[config.mk]
export PLATFORM = sky130hd
export DESIGN_NAME = regexp_uppercase_canonicalize
export DESIGN_NICKNAME = d
export VERILOG_FILES = /design/src/rtl/ruc_pkg.sv /design/src/rtl/regexp_uppercase_canonicalize.sv
export SDC_FILE = /design/constraint.sdc
export NUM_CORES = 1
export LEC_CHECK = 0
export ABC_AREA = 1
export BUFFER_PORTS_ARGS = -buffer_cell sky130_fd_sc_hd__buf_2
export CORE_MARGIN = 5
export CORE_UTILIZATION = 45
export CTS_CLUSTER_SIZE = 10
export DETAILED_ROUTE_END_ITERATION = 6
export PLACE_DENSITY_LB_ADDON = 0.15
export SKIP_LAST_GASP = 1
export SYNTH_ARGS = -nofsm -noshare
export SYNTH_HDL_FRONTEND = slang
export SYNTH_SLANG_ARGS = --single-unit
[constraint.sdc]
create_clock -name clk -period 6.9 [get_ports clk]
set_clock_uncertainty 0.15 [all_clocks]
set_input_delay 0.345 -clock clk [delete_from_list [all_inputs] [get_ports clk]]
set_output_delay 0.345 -clock clk [all_outputs]
set_load 0.005 [all_outputs]
[src/rtl/ruc_pkg.sv]
package ruc_pkg;

  typedef logic [15:0] unit_t;

  localparam unit_t LatinCaseOfs    = 16'd32;
  localparam unit_t CyrExtraOfs     = 16'd80;
  localparam unit_t ArmenianCaseOfs = 16'd48;

  function automatic unit_t map_latin1(unit_t u);
    unit_t r;
    r = u;
    if (u >= 16'h0061 && u <= 16'h007A) begin
      r = u - LatinCaseOfs;
    end else if (u == 16'h00B5) begin
      r = 16'h039C;
    end else if (u == 16'h00FF) begin
      r = 16'h0178;
    end else if (u >= 16'h00E0 && u <= 16'h00FE && u != 16'h00F7 && u != 16'h00DF) begin
      r = u - LatinCaseOfs;
    end
    return r;
  endfunction

  function automatic unit_t map_latin_ext_a(unit_t u);
    unit_t r;
    logic  odd;
    odd = u[0];
    if (u == 16'h0130 || u == 16'h0131 || u == 16'h0138 || u == 16'h0149 ||
        u == 16'h0178 || u == 16'h017F) begin
      r = u;
    end else if (u <= 16'h0137) begin
      r = odd ? u - 16'd1 : u;
    end else if (u <= 16'h0148) begin
      r = odd ? u : u - 16'd1;
    end else if (u <= 16'h0177) begin
      r = odd ? u - 16'd1 : u;
    end else begin
      r = odd ? u : u - 16'd1;
    end
    return r;
  endfunction

  function automatic unit_t map_greek(unit_t u);
    unit_t r;
    r = u;
    if (u >= 16'h03B1 && u <= 16'h03C1) begin
      r = u - LatinCaseOfs;
    end else if (u == 16'h03C2) begin
      r = 16'h03A3;
    end else if (u >= 16'h03C3 && u <= 16'h03CB) begin
      r = u - LatinCaseOfs;
    end else begin
      case (u)
        16'h03AC: r = 16'h0386;
        16'h03AD: r = 16'h0388;
        16'h03AE: r = 16'h0389;
        16'h03AF: r = 16'h038A;
        16'h03CC: r = 16'h038C;
        16'h03CD: r = 16'h038E;
        16'h03CE: r = 16'h038F;
        16'h0371: r = 16'h0370;
        16'h0373: r = 16'h0372;
        16'h0377: r = 16'h0376;
        16'h037B: r = 16'h03FD;
        16'h037C: r = 16'h03FE;
        16'h037D: r = 16'h03FF;
        16'h03D0: r = 16'h0392;
        16'h03D1: r = 16'h0398;
        16'h03D5: r = 16'h03A6;
        16'h03D6: r = 16'h03A0;
        16'h03D7: r = 16'h03CF;
        16'h03F0: r = 16'h039A;
        16'h03F1: r = 16'h03A1;
        16'h03F2: r = 16'h03F9;
        16'h03F3: r = 16'h037F;
        16'h03F5: r = 16'h0395;
        16'h03F8: r = 16'h03F7;
        16'h03FB: r = 16'h03FA;
        default: begin
          // archaic letters and Coptic pairs: capital even, small odd
          if (u >= 16'h03D8 && u <= 16'h03EF && u[0]) begin
            r = u - 16'd1;
          end
        end
      endcase
    end
    return r;
  endfunction

  function automatic unit_t map_cyrillic(unit_t u);
    unit_t r;
    logic  odd;
    odd = u[0];
    r = u;
    if (u >= 16'h0430 && u <= 16'h044F) begin
      r = u - LatinCaseOfs;
    end else if (u >= 16'h0450 && u <= 16'h045F) begin
      r = u - CyrExtraOfs;
    end else if (u == 16'h04CF) begin
      r = 16'h04C0;
    end else if (u >= 16'h0460 && u <= 16'h0481 && odd) begin
      r = u - 16'd1;
    end else if (u >= 16'h048A && u <= 16'h04BF && odd) begin
      r = u - 16'd1;
    end else if (u >= 16'h04C1 && u <= 16'h04CE && !odd) begin
      r = u - 16'd1;
    end else if (u >= 16'h04D0 && u <= 16'h052F && odd) begin
      r = u - 16'd1;
    end
    return r;
  endfunction

  function automatic unit_t canon_unit(unit_t u);
    unit_t r;
    if (u < 16'h0100) begin
      r = map_latin1(u);
    end else if (u < 16'h0180) begin
      r = map_latin_ext_a(u);
    end else if (u >= 16'h0370 && u <= 16'h03FF) begin
      r = map_greek(u);
    end else if (u >= 16'h0400 && u <= 16'h052F) begin
      r = map_cyrillic(u);
    end else if (u >= 16'h0561 && u <= 16'h0586) begin
      r = u - ArmenianCaseOfs;
    end else begin
      r = u;
    end
    return r;
  endfunction

endpackage

[src/rtl/regexp_uppercase_canonicalize.sv]
// An accepted item is held in the input register, then mapped and loaded into the result
// register, where it stays until the result side takes it.
// Throughput: one item per cycle; a new item is taken each cycle the result side keeps up.
// The mapping is one pass of range compares and a subtract between the two registers.
// Reset (rst, synchronous): both stages empty, ignore_case cleared to 0 (pass-through).
module regexp_uppercase_canonicalize (
  input  logic                 clk,
  input  logic                 rst,
  input  logic                 cfg_valid,
  output logic                 cfg_ready,
  input  logic                 cfg_data,
  input  logic                 in_valid,
  output logic                 in_ready,
  input  ruc_pkg::unit_t       code_unit,
  output logic                 out_valid,
  input  logic                 out_ready,
  output ruc_pkg::unit_t       canonical_unit,
  output logic                 was_changed
);
  import ruc_pkg::*;

  logic  ignore_case;
  logic  s1_valid;
  unit_t s1_unit;
  logic  s1_advance;
  unit_t mapped;

  assign cfg_ready  = 1'b1;
  assign s1_advance = s1_valid && (!out_valid || out_ready);
  assign in_ready   = !s1_valid || s1_advance;

  always_comb begin
    mapped = ignore_case ? canon_unit(s1_unit) : s1_unit;
  end

  always_ff @(posedge clk) begin
    if (rst) begin
      ignore_case <= 1'b0;
    end else if (cfg_valid && cfg_ready) begin
      ignore_case <= cfg_data;
    end
  end

  // input register
  always_ff @(posedge clk) begin
    if (rst) begin
      s1_valid <= 1'b0;
    end else if (in_ready) begin
      s1_valid <= in_valid;
    end
  end

  always_ff @(posedge clk) begin
    if (in_valid && in_ready) begin
      s1_unit <= code_unit;
    end
  end

  // result register
  always_ff @(posedge clk) begin
    if (rst) begin
      out_valid <= 1'b0;
    end else if (!out_valid || out_ready) begin
      out_valid <= s1_valid;
    end
  end

  always_ff @(posedge clk) begin
    if (s1_advance) begin
      canonical_unit <= mapped;
      was_changed    <= (mapped != s1_unit);
    end
  end

endmodule
-- After elaboration in Yosys (flattened, before gate mapping)
Index checks and enable logic that the tools add are counted.
- $add $sub $neg: 4
- multiply operators: 0
- div/mod/pow operators: 0
- magnitude comparators: 32
- equal/unequal tests: 38
- shift operators: 0
- multiplexer cells: 28
- bitwise logic cells: 0
- reductions and logical operators: 33
- operator list (kind ; count):
    two-way mux 16 bit ; 27
    equality test 16 x 10 -> 1 bit, second input constant ; 26
    case mux 16 bit (25 select lines) ; 1
    >= comparator 16 x 11 -> 1 bit, second input constant ; 8
    <= comparator 16 x 11 -> 1 bit, second input constant ; 7
    equality test 16 x 9 -> 1 bit, second input constant ; 6
    >= comparator 16 x 10 -> 1 bit, second input constant ; 4
    <= comparator 16 x 10 -> 1 bit, second input constant ; 4
    <= comparator 16 x 9 -> 1 bit, second input constant ; 3
    equality test 16 x 8 -> 1 bit, second input constant ; 2
    < comparator 16 x 9 -> 1 bit, second input constant ; 2
    != test 16 x 8 -> 1 bit, second input constant ; 2
    subtractor 16 x 6 -> 16 bit, second input constant ; 2
    logical AND 1 bit ; 23
    equality test 16 x 11 -> 1 bit, second input constant ; 1
    >= comparator 16 x 7 -> 1 bit, second input constant ; 1
    >= comparator 16 x 8 -> 1 bit, second input constant ; 1
    <= comparator 16 x 7 -> 1 bit, second input constant ; 1
    <= comparator 16 x 8 -> 1 bit, second input constant ; 1
    != test 16 bit ; 1
    subtractor 16 x 1 -> 16 bit, second input constant ; 1
    subtractor 16 x 7 -> 16 bit, second input constant ; 1
    logical OR 1 bit ; 7
    logical NOT 1 bit ; 3
- register bits after elaboration: 36
- bits in latches: 0
- bits in writable memories: 0
- memory bits (read-only): 0
- input bits: 22
- output and inout port bits: 20
- logic and storage cells: 141
- memories: 0

-- Longest topological paths before layout
Gate-level depths: netlist (run 1).
- depth after elaboration: 16
- depth in mapped cells: 27

-- Worst setup path before layout (run 1)
Ideal clock, no wire load.
- path type: register to register
- start: register s1_unit[5]
- end: register was_changed (data pin)
- setup time: 0.260 ns
- arrival time: 2.878 ns
- data required time: 6.490 ns
- path slack: 3.613 ns
- stages on the path, launching flop included: 28
- path buffers: 2
- period minus slack after synthesis: 3.287 ns
- cell sequence: edfxtp_1 clkbuf_1 inv_1 clkbuf_1 ha_1 inv_1 nor2_1 nand2_1 nand2_1 nand2_1 nand2_1 nand2_1 nand3_2 nand2_1 nor2_2 nand2_1 nand3_1 nand3_1 nand2_1 nand2_1 nand2_1 nand2_1 nand2_2 nand2_2 nand3_1 nand2_1 nor2_2 nand3_1
- word-level cells in the longest chain between the ends: 16
- RTL lines (item ; RTL line ; RTL):
    from (decl) ; regexp_uppercase_canonicalize.sv:24 ; unit_t s1_unit;
    from (signal assigned) ; regexp_uppercase_canonicalize.sv:55 ; s1_unit <= code_unit;
    >= comparator 16 x 11 -> 1 bit or <= comparator 16 x 11 -> 1 bit (tied branches) ; ruc_pkg.sv:107, ruc_pkg.sv:121 ;
    logical AND 1 bit (2 in a row) ; ruc_pkg.sv:107 ; end else if (u >= 16'h04D0 && u <= 16'h052F && odd) begin
    two-way mux 16 bit ; ruc_pkg.sv:107 ;
    two-way mux 16 bit ; ruc_pkg.sv:105 ; end else if (u >= 16'h04C1 && u <= 16'h04CE && !odd) begin
    two-way mux 16 bit ; ruc_pkg.sv:103 ; end else if (u >= 16'h048A && u <= 16'h04BF && odd) begin
    two-way mux 16 bit ; ruc_pkg.sv:101 ; end else if (u >= 16'h0460 && u <= 16'h0481 && odd) begin
    two-way mux 16 bit ; ruc_pkg.sv:99 ; end else if (u == 16'h04CF) begin
    two-way mux 16 bit ; ruc_pkg.sv:97 ; end else if (u >= 16'h0450 && u <= 16'h045F) begin
    two-way mux 16 bit ; ruc_pkg.sv:95 ; if (u >= 16'h0430 && u <= 16'h044F) begin
    two-way mux 16 bit ; ruc_pkg.sv:121 ; end else if (u >= 16'h0400 && u <= 16'h052F) begin
    two-way mux 16 bit ; ruc_pkg.sv:119 ; end else if (u >= 16'h0370 && u <= 16'h03FF) begin
    two-way mux 16 bit ; ruc_pkg.sv:117 ; end else if (u < 16'h0180) begin
    two-way mux 16 bit ; ruc_pkg.sv:115 ; if (u < 16'h0100) begin
    two-way mux 16 bit ; regexp_uppercase_canonicalize.sv:33 ; mapped = ignore_case ? canon_unit(s1_unit) : s1_unit;
    != test 16 bit * ; regexp_uppercase_canonicalize.sv:71 ; was_changed <= (mapped != s1_unit);
    to (signal assigned) ; regexp_uppercase_canonicalize.sv:71 ;
    to (decl) ; regexp_uppercase_canonicalize.sv:18 ; output logic was_changed
Every way passes the cells marked *; elsewhere a longest branch is shown, timed or not.
A chain may end at the register's enable or synchronous reset.

-- Worst setup path after layout (run 1)
- start: register s1_unit[0]
- end: register was_changed (data pin)
Same word-level chain as after synthesis.

==> metrics.yaml, run 1 <==
final_layout:
  layout_commonest_cell: "nand2_1"
  postLayoutCoreUtil: 0.4878
  area_delta_synth_final_pct: 6.808
  drive_gt1_frac: 0.1530
  n_antenna_cell: 0
  fin_area_mm2: 0.005241
  final_cell_mix: "nand2_1 (228), nor2_1 (94), nand3_1 (79)"
  nNetsFinal: 866
synth:
  synthFlopType: "edfxtp_1"
  syn_area_mm2: 0.004907
  async_flop_share: 0
  synth-seq-area-share: 0.2142
  synth_nets: 842
  synth_cell_types: 54
  avgSynthCellArea_um2: 6.096
  synthCells: 805
  synth_edf_count: 33
  ys_ff_latch: 36
  synth_warnings: 0
clock_tree:
  cts_tree: "done"
  clockBufferDepth: 2
  htree_levels: 2
  cts_resized: 0
  cts.clk_slew.worst_paths_ns: 0.08
  cts.sinks: 36
  postCtsHoldBufs: 0
  postCtsSetupRepairBufs: 0
  cts_root_buf: "clkbuf_8"
  clkLatencyLatePin_ns: 0.31
  cts-buffers-inserted: 5
placement:
  postPlaceCellArea_mm2: 0.005154
  gp_congestion: 1.014
  port-buffer-count: 40
  place_worst_setup_slack_ns: 2.422
  dp_hpwl_mm: 14.74
run:
  max_cap_viol_count: 0
routing:
  ant_nets: 0
  drc_errors: 0
  drt-initial-drc-count: 715
  avgViaCountPerCell: 5.941
  firstDrtPassIters: 7
  drt-wirelength-per-cell_um: 19.54
  wirelength_mm: 18.96
  dr_total_vias: 5763
pwr:
  peakVddDrop_mv: 0.09057
  switching_share: 0.3684
  clkPwrFrac: 0.265
  p_comb_frac: 0.266
  p_switching_mw: 0.2156
  p_leak_nw: 2.349
  seqPwrFrac: 0.469
  p_int_mw: 0.3696
  power.density_mw_per_mm2: 111.7
global_routing:
  grt_usage: 0.2877
  met1_usage: 0.3860
  antenna_found_initial: 0
  grt_pass1_vias: 5336
  grt_util_met3: 0.03964
  globalRoute.busiestLayer: "met2"
  grt_max_degree: 23
  grt-ovfl-total: 0
  met2_usage: 0.4699
  grt_pass1_wl_mm: 29.12
worst_hold_path:
  hold_path_end: "s1_unit[12]$_DFFE_PP_"
  holdPathStages: 1
  hp-class: "in2reg"
  worstHoldStart: "code_unit[12]"
worst_setup_path:
  critPathMaxStageDelay_ns: 0.78
  crit_fanout: 16
  ff2ff_path_depth: 19
  path_buf_inv: 3
  cpMaxStageDelayCell: "edfxtp_1"
  rrSetupSlack_ns: 2.23
  crit_path_frequent_cell: "nand2_1"
  path_class: "reg2reg"
  crit_path_cell_trace: "inv_1 > ha_1 > inv_1 > nor2_2 > nand2_1 > a31oi_1 > o21ai_0 > nand2_1 > o21ai_0 > o21ai_0 > inv_1 > nand2_1 > nand3_1 > nand2_1 > nand2_1 > nand3_1 > nand2_1 > nor2_1 > nand3_1"
  required_ns: 6.82
  critPathLaunchType: "register"
  critPathTopFamily: "simple AND/OR/NAND/NOR gates"
  cp_data_arrival_time_ns: 4.59
  cp-end-kind: "register"
  rr_startpoint: "s1_unit[0]$_DFFE_PP_"
  r2r-end: "was_changed$_DFFE_PP_"
sta:
  period_minus_slack_ns: 4.670
  final.setup.worst_slack_ns: 2.230
  tightest_slew_ns: 0.9457
  timing_hold_violations_final: 0
  fin_crit_sh: 0.6768
  relSlewSlack: 0.3695
  rsz0062_at_grt: "no"
  setup_tns_ns: 0
  max_freq_mhz: 214.1
  setup_viol: 0
  maxSlewViolCount: 0
floorplanning:
  initial_core_util: 0.4567
  die_h_um: 114.4
  io_pins: 42
  fp-row-count: 38
  core-area_mm2: 0.01075
  die_area_mm2: 0.01309
  die_w_um: 114.4
outcome:
  status: "completed"
-- layout make-up --
type,instances,area [um^2]
multi-input cells,652,3359
well taps,140,175.2
flip-flops and latches,36,1051
clock buffers,5,68.82
clock inverters,3,18.77
fillers,1161,5504
repair buffers,42,215.2
inverters,92,352.8
-- power groups by stage --
stage	combinational (mW)	clock, mW	sequential (mW)
after detailed placement	0.150	0	0.278
after global placement	0.151	0	0.278
after CTS	0.151	0.162	0.273
final	0.155	0.155	0.274
after floorplan	0.111	0	0.265
after global routing	0.169	0.169	0.275
-- stage by stage --
step                std cells  power [mW]  hold slack (ns)
floorplan                 805      0.3761           0.2641
detailed placement        962      0.4285           0.3244
global placement          962      0.4287           0.3003
global route              970      0.6133          0.04919
finish                    970      0.5853          0.05895
CTS                       970      0.5859          0.05150
-- registers in the layout, indices dropped and copies added (netlist names) --
register / cells
was_changed: 1
out_valid: 1
ignore_case: 1
canonical_unit: 16
s1_unit: 16
s1_valid: 1
-- how the worst max path moves through the flow --
| stage | depth (start not counted) | slack (ns) | from | to |
|---|---|---|---|---|
| 2_1_floorplan | 27 | 3.61 | s1_unit[5]$_DFFE_PP_ | was_changed$_DFFE_PP_ |
| 3_3_place_gp | 21 | 2.43 | s1_unit[0]$_DFFE_PP_ | was_changed$_DFFE_PP_ |
| 3_5_place_dp | 21 | 2.42 | s1_unit[0]$_DFFE_PP_ | was_changed$_DFFE_PP_ |
| 4_1_cts | 21 | 2.40 | s1_unit[0]$_DFFE_PP_ | was_changed$_DFFE_PP_ |
| 5_1_grt | 21 | 1.98 | s1_unit[0]$_DFFE_PP_ | was_changed$_DFFE_PP_ |
| 6_report | 19 | 2.23 | s1_unit[0]$_DFFE_PP_ | was_changed$_DFFE_PP_ |
-- synth_stat cells, types with 2 or more instances --
master,instances,area (um^2)
o41ai_1,2,17.52
a22oi_1,6,45.04
clkinv_1,2,7.510
o21ai_1,10,50.05
a21oi_1,32,160.2
nor2_4,8,90.09
clkbuf_1,7,26.28
buf_4,6,45.04
nand2_1,228,855.8
inv_1,77,289.0
dfxtp_1,3,60.06
nand3_2,6,60.06
nand3_1,79,395.4
nand2_4,2,22.52
edfxtp_1,33,991.0
o22ai_1,2,12.51
nand2_2,22,137.6
nand4_1,18,112.6
o21ai_0,48,240.2
nand3b_1,3,22.52
nor3_1,9,45.04
nor2_2,15,93.84
o21ai_2,2,17.52
nor2_1,94,352.8
o211ai_1,11,82.58
buf_2,10,50.05
ha_1,15,187.7
xor2_1,10,87.58
a31oi_1,8,50.05
inv_2,12,45.04
a21oi_2,2,17.52
-- metal layers --
| layer | vias up | share of wire | wire [um] |
|---|---|---|---|
| met5 | - | 0 | 0 |
| met4 | 0 | 0.040 | 750 |
| met3 | 65 | 0.086 | 1625 |
| met2 | 323 | 0.46 | 8755 |
| met1 | 2667 | 0.41 | 7825 |
| li1 | 2708 | - | - |
-- cells by family (layout without fill, tap and decap cells) --
logic type / Yosys count / in the layout / share of synthesized area
xor gates and xnor gates: 12 / 12 / 0.02295
and+or+nand+nor: 494 / 494 / 0.4699
adders and majority gates: 15 / 15 / 0.03825
other: 1 / 1 / 0.0007642
DFF: 36 / 36 / 0.2142
buffers and inverters: 117 / 142 / 0.1012
AOI/OAI and AO/OA: 130 / 130 / 0.1527
Power figures use the tool's default switching activity.
==> inputs of run 2 (changes only) <==
- ABC_AREA: 1 -> 0
- clock period: 6.9 -> 3.9 ns (I/O delays scaled with it)
==> metrics.yaml, run 2 <==
synth:
  yosysTopAreaCell: "edfxtp_1"  # unchanged
  syn_area_mm2: 0.004733  # was 0.004907 mm^2
  synth_common_cells: "nand2_1 (59), nor2_1 (45), a21oi_1 (39)"  # was nand2_1 (228), nor2_1 (94), nand3_1 (79)
  synth_cell_types: 96  # was 54
  yosysMostFrequentCell: "nand2_1"  # unchanged
  synthFlopType: "edfxtp_1"  # unchanged
  avgSynthCellArea_um2: 7.785  # was 6.096 um^2
  async_flop_share: 0  # unchanged
  synth_nets: 645  # was 842
  synth.area.top_cells: "edfxtp_1 (21%), nand2_1 (4.7%), a21oi_1 (4.1%)"  # was edfxtp_1 (20%), nand2_1 (17%), nand3_1 (8.1%)
  ys_ff_latch: 36  # unchanged
  synthCells: 608  # was 805
  synth_edf_count: 33  # unchanged
  synth_warnings: 0  # unchanged
  synth.top_cell.area_share: 0.2094  # was 0.2019
  synth-seq-area-share: 0.2220  # was 0.2142
worst_hold_path:
  worstHoldStart: "cfg_data"  # was code_unit[12]
  hp-class: "in2reg"  # unchanged
  holdPathStages: 3  # was 1
  hold_path_end: "ignore_case$_SDFFE_PP0P_"  # was s1_unit[12]$_DFFE_PP_
clock_tree:
  cts_root_buf: "clkbuf_8"  # unchanged
  cts.sinks: 36  # unchanged
  htree_levels: 2  # unchanged
  cts-buffers-inserted: 5  # unchanged
  clkLatencyLatePin_ns: 0.30  # was 0.31 ns
  cts_tree: "done"  # unchanged
  cts.clk_slew.worst_paths_ns: 0.08  # about the same
  clockBufferDepth: 2  # unchanged
worst_setup_path:
  critPathLaunchType: "register"  # unchanged
  cpMaxStageDelayCell: "or3b_1"  # was edfxtp_1
  r2r-end: "was_changed$_DFFE_PP_"  # unchanged
  crit_path_frequent_cell: "buf_4"  # was nand2_1
  cp-end-kind: "register"  # unchanged
  rrSetupSlack_ns: -0.14  # was 2.23 ns
  crit_path_cell_trace: "buf_4 > inv_4 > ha_2 > or3b_1 > o211ai_1 > o2111ai_1 > a21oi_1 > nor3_4 > buf_4 > a32oi_2 > buf_4 > nand2_1 > a2111oi_2 > o2111ai_1 > a2111o_1"  # was inv_1 > ha_1 > inv_1 > nor2_2 > nand2_1 > a31oi_1 > o21ai_0 > nand2_1 > o21ai_0 > o21ai_0 > inv_1 > nand2_1 > nand3_1 > nand2_1 > nand2_1 > nand3_1 > nand2_1 > nor2_1 > nand3_1
  path_buf_inv: 4  # was 3
  path_class: "reg2reg"  # unchanged
  cp_data_arrival_time_ns: 3.94  # was 4.59 ns
  cp-startpoint: "s1_unit[0]$_DFFE_PP_"  # unchanged
  critPathMaxStageDelay_ns: 0.42  # was 0.78 ns
  required_ns: 3.80  # was 6.82 ns
  crit_fanout: 4  # was 16
  ff2ff_path_depth: 15  # was 19
  critPathTopFamily: "compound AO/OA/AOI/OAI gates"  # was simple AND/OR/NAND/NOR gates
  rr_startpoint: "s1_unit[0]$_DFFE_PP_"  # unchanged
sta:
  timing_hold_violations_final: 0  # unchanged
  setup_tns_ns: -0.1428  # was 0 ns
  fin_crit_sh: 1.037  # was 0.6768
  maxSlewViolCount: 0  # unchanged
  period_minus_slack_ns: 4.043  # was 4.670 ns
  final.setup.worst_slack_ns: -0.1428  # was 2.230 ns
  max_freq_mhz: 247.4  # was 214.1 MHz
  rsz0062_at_grt: "yes"  # was no
  relSlewSlack: 0.4496  # was 0.3695
  setup_viol: 1  # was 0
  tightest_slew_ns: 0.8248  # was 0.9457 ns
floorplanning:
  io_pins: 42  # unchanged
  die_h_um: 112.6  # was 114.4 um
  core-area_mm2: 0.01028  # was 0.01075 mm^2
  die_w_um: 112.6  # was 114.4 um
  initial_core_util: 0.4606  # was 0.4567
  die_area_mm2: 0.01267  # was 0.01309 mm^2
  fp-row-count: 37  # was 38
final_layout:
  fin_area_mm2: 0.006893  # was 0.005241 mm^2
  n_antenna_cell: 0  # unchanged
  nNetsFinal: 840  # was 866
  fillCellCount: 896  # was 1161
  reg_top3: "canonical_unit (16), s1_unit (16)"  # unchanged
  seqCellArea_mm2: 0.001051  # unchanged
  multi_input_area_mm2: 0.003704  # was 0.003359 mm^2
  final_cell_mix: "buf_4 (167), nand2_1 (59), nor2_1 (42)"  # was nand2_1 (228), nor2_1 (94), nand3_1 (79)
  area_delta_synth_final_pct: 45.63  # was 6.808%
  layout_commonest_cell: "buf_4"  # was nand2_1
  drive_gt1_frac: 0.3955  # was 0.1530
run:
  max_cap_viol_count: 0  # unchanged
routing:
  drt-wirelength-per-cell_um: 23.94  # was 19.54 um
  avgViaCountPerCell: 6.731  # was 5.941
  wirelength_mm: 22.50  # was 18.96 mm
  drc_errors: 0  # unchanged
  ant_nets: 0  # unchanged
  firstDrtPassIters: 5  # was 7
  drt-initial-drc-count: 877  # was 715
  dr_total_vias: 6327  # was 5763
global_routing:
  grt-ovfl-total: 0  # unchanged
  grt_usage: 0.3414  # was 0.2877
  grt_pass1_vias: 6085  # was 5336
  grt_pass1_wl_mm: 34.33  # was 29.12 mm
  antenna_found_initial: 0  # unchanged
  grt_max_degree: 37  # was 23
placement:
  place_worst_setup_slack_ns: -0.3688  # was 2.422 ns
  gp_congestion: 1.126  # was 1.014
  port-buffer-count: 40  # unchanged
  postPlaceCellArea_mm2: 0.006052  # was 0.005154 mm^2
  dp_hpwl_mm: 16.50  # was 14.74 mm
pwr:
  peakVddDrop_mv: 0.1934  # was 0.09057 mV
  finalPower_mw: 1.239  # was 0.5853 mW
  p_leak_nw: 2.709  # was 2.349 nW
  power.density_mw_per_mm2: 179.8  # was 111.7 mW/mm^2
outcome:
  status: "finished with violations"  # was completed
  failed_checks: "negative setup slack"
run 2: cell types whose count changed in the layout (fill, tap and decap cells not counted), moves of 11 or more:
cell           change
nand2_1          -169
buf_4            +165
inv_1             -71
nand3_1           -52
nor2_1            -52
o21ai_0           -29
nand2_2           -22
dlygate4sd3_1     +18
nor3_1            +17
xnor2_1           +12
nor2_2            -11
nor2b_1           +11
run 2: routing by layer:
| metal | vias to the layer above | wire, um | track usage |
|---|---|---|---|
| met2 | 480 | 9914 | 0.5233 |
| met3 | 120 | 2803 | 0.09111 |
| li1 | 2751 | - | - |
| met1 | 2976 | 8533 | 0.4455 |
| met4 | 0 | 1250 | 0.1611 |
| met5 | - | 0 | 0 |
run 2: per-stage QoR:
stage          std cells  hold slack [ns]    util
5_1_grt              940          0.03729  0.6707
4_1_cts              928         0.006918  0.6394
3_3_place_gp         889           0.2209  0.5889
2_1_floorplan        608           0.1174       -
3_5_place_dp         889           0.2233  0.5889
6_report             940        0.0005249  0.6707
run 2: worst max path at each step:
stage | end | cells after the start
2_1_floorplan | was_changed$_DFFE_PP_ | 14
3_3_place_gp | was_changed$_DFFE_PP_ | 12
3_5_place_dp | was_changed$_DFFE_PP_ | 12
4_1_cts | was_changed$_DFFE_PP_ | 15
5_1_grt | was_changed$_DFFE_PP_ | 15
6_report | was_changed$_DFFE_PP_ | 15
run 2: cells by family (layout without fill, tap and decap cells):
family | Yosys count | in the layout | share of synthesized area
AO/OA/AOI/OAI | 199 | 199 | 0.3119
other | 1 | 1 | 0.0007923
multiplexers | 7 | 7 | 0.01533
XOR/XNOR | 14 | 14 | 0.02591
AND/OR/NAND/NOR | 274 | 274 | 0.3122
flip-flops | 36 | 36 | 0.2220
buffers and inverters | 62 | 258 | 0.07216
adder cells (fa/ha/maj) | 15 | 15 | 0.03965
run 2: power breakdown:
part           internal, mW  switching, mW  leakage [nW]
Sequential            0.447         0.0157         0.340
Combinational         0.212          0.267          2.32
Clock                 0.144          0.154        0.0445
Total                 0.803          0.436          2.71
run 2: final cells by class:
class,count,share of cell area
Clock buffer,7,0.01252
Clock inverter,1,0.001089
Inverter,13,0.007624
Multi-Input combinational cell,510,0.5373
Sequential cell,36,0.1525
Tap cell,136,0.02469
Timing Repair Buffer,237,0.2643
run 2: tightest hold or removal path, delay by kind of cell:
kind,cells,cell delay [ns]
multiplexers,1,0.06
buffers and inverters,1,0.07
AND/OR/NAND/NOR,1,0.08
run 2: what timing repair did:
action / CTS / global route
setup endpoints to repair: 1 / 2
hold endpoints to repair: 19 / 0
resized for setup: 26 / 49
hold buffers: 18 / 0
pin swaps: 14 / 33
setup buffers: 13 / 12
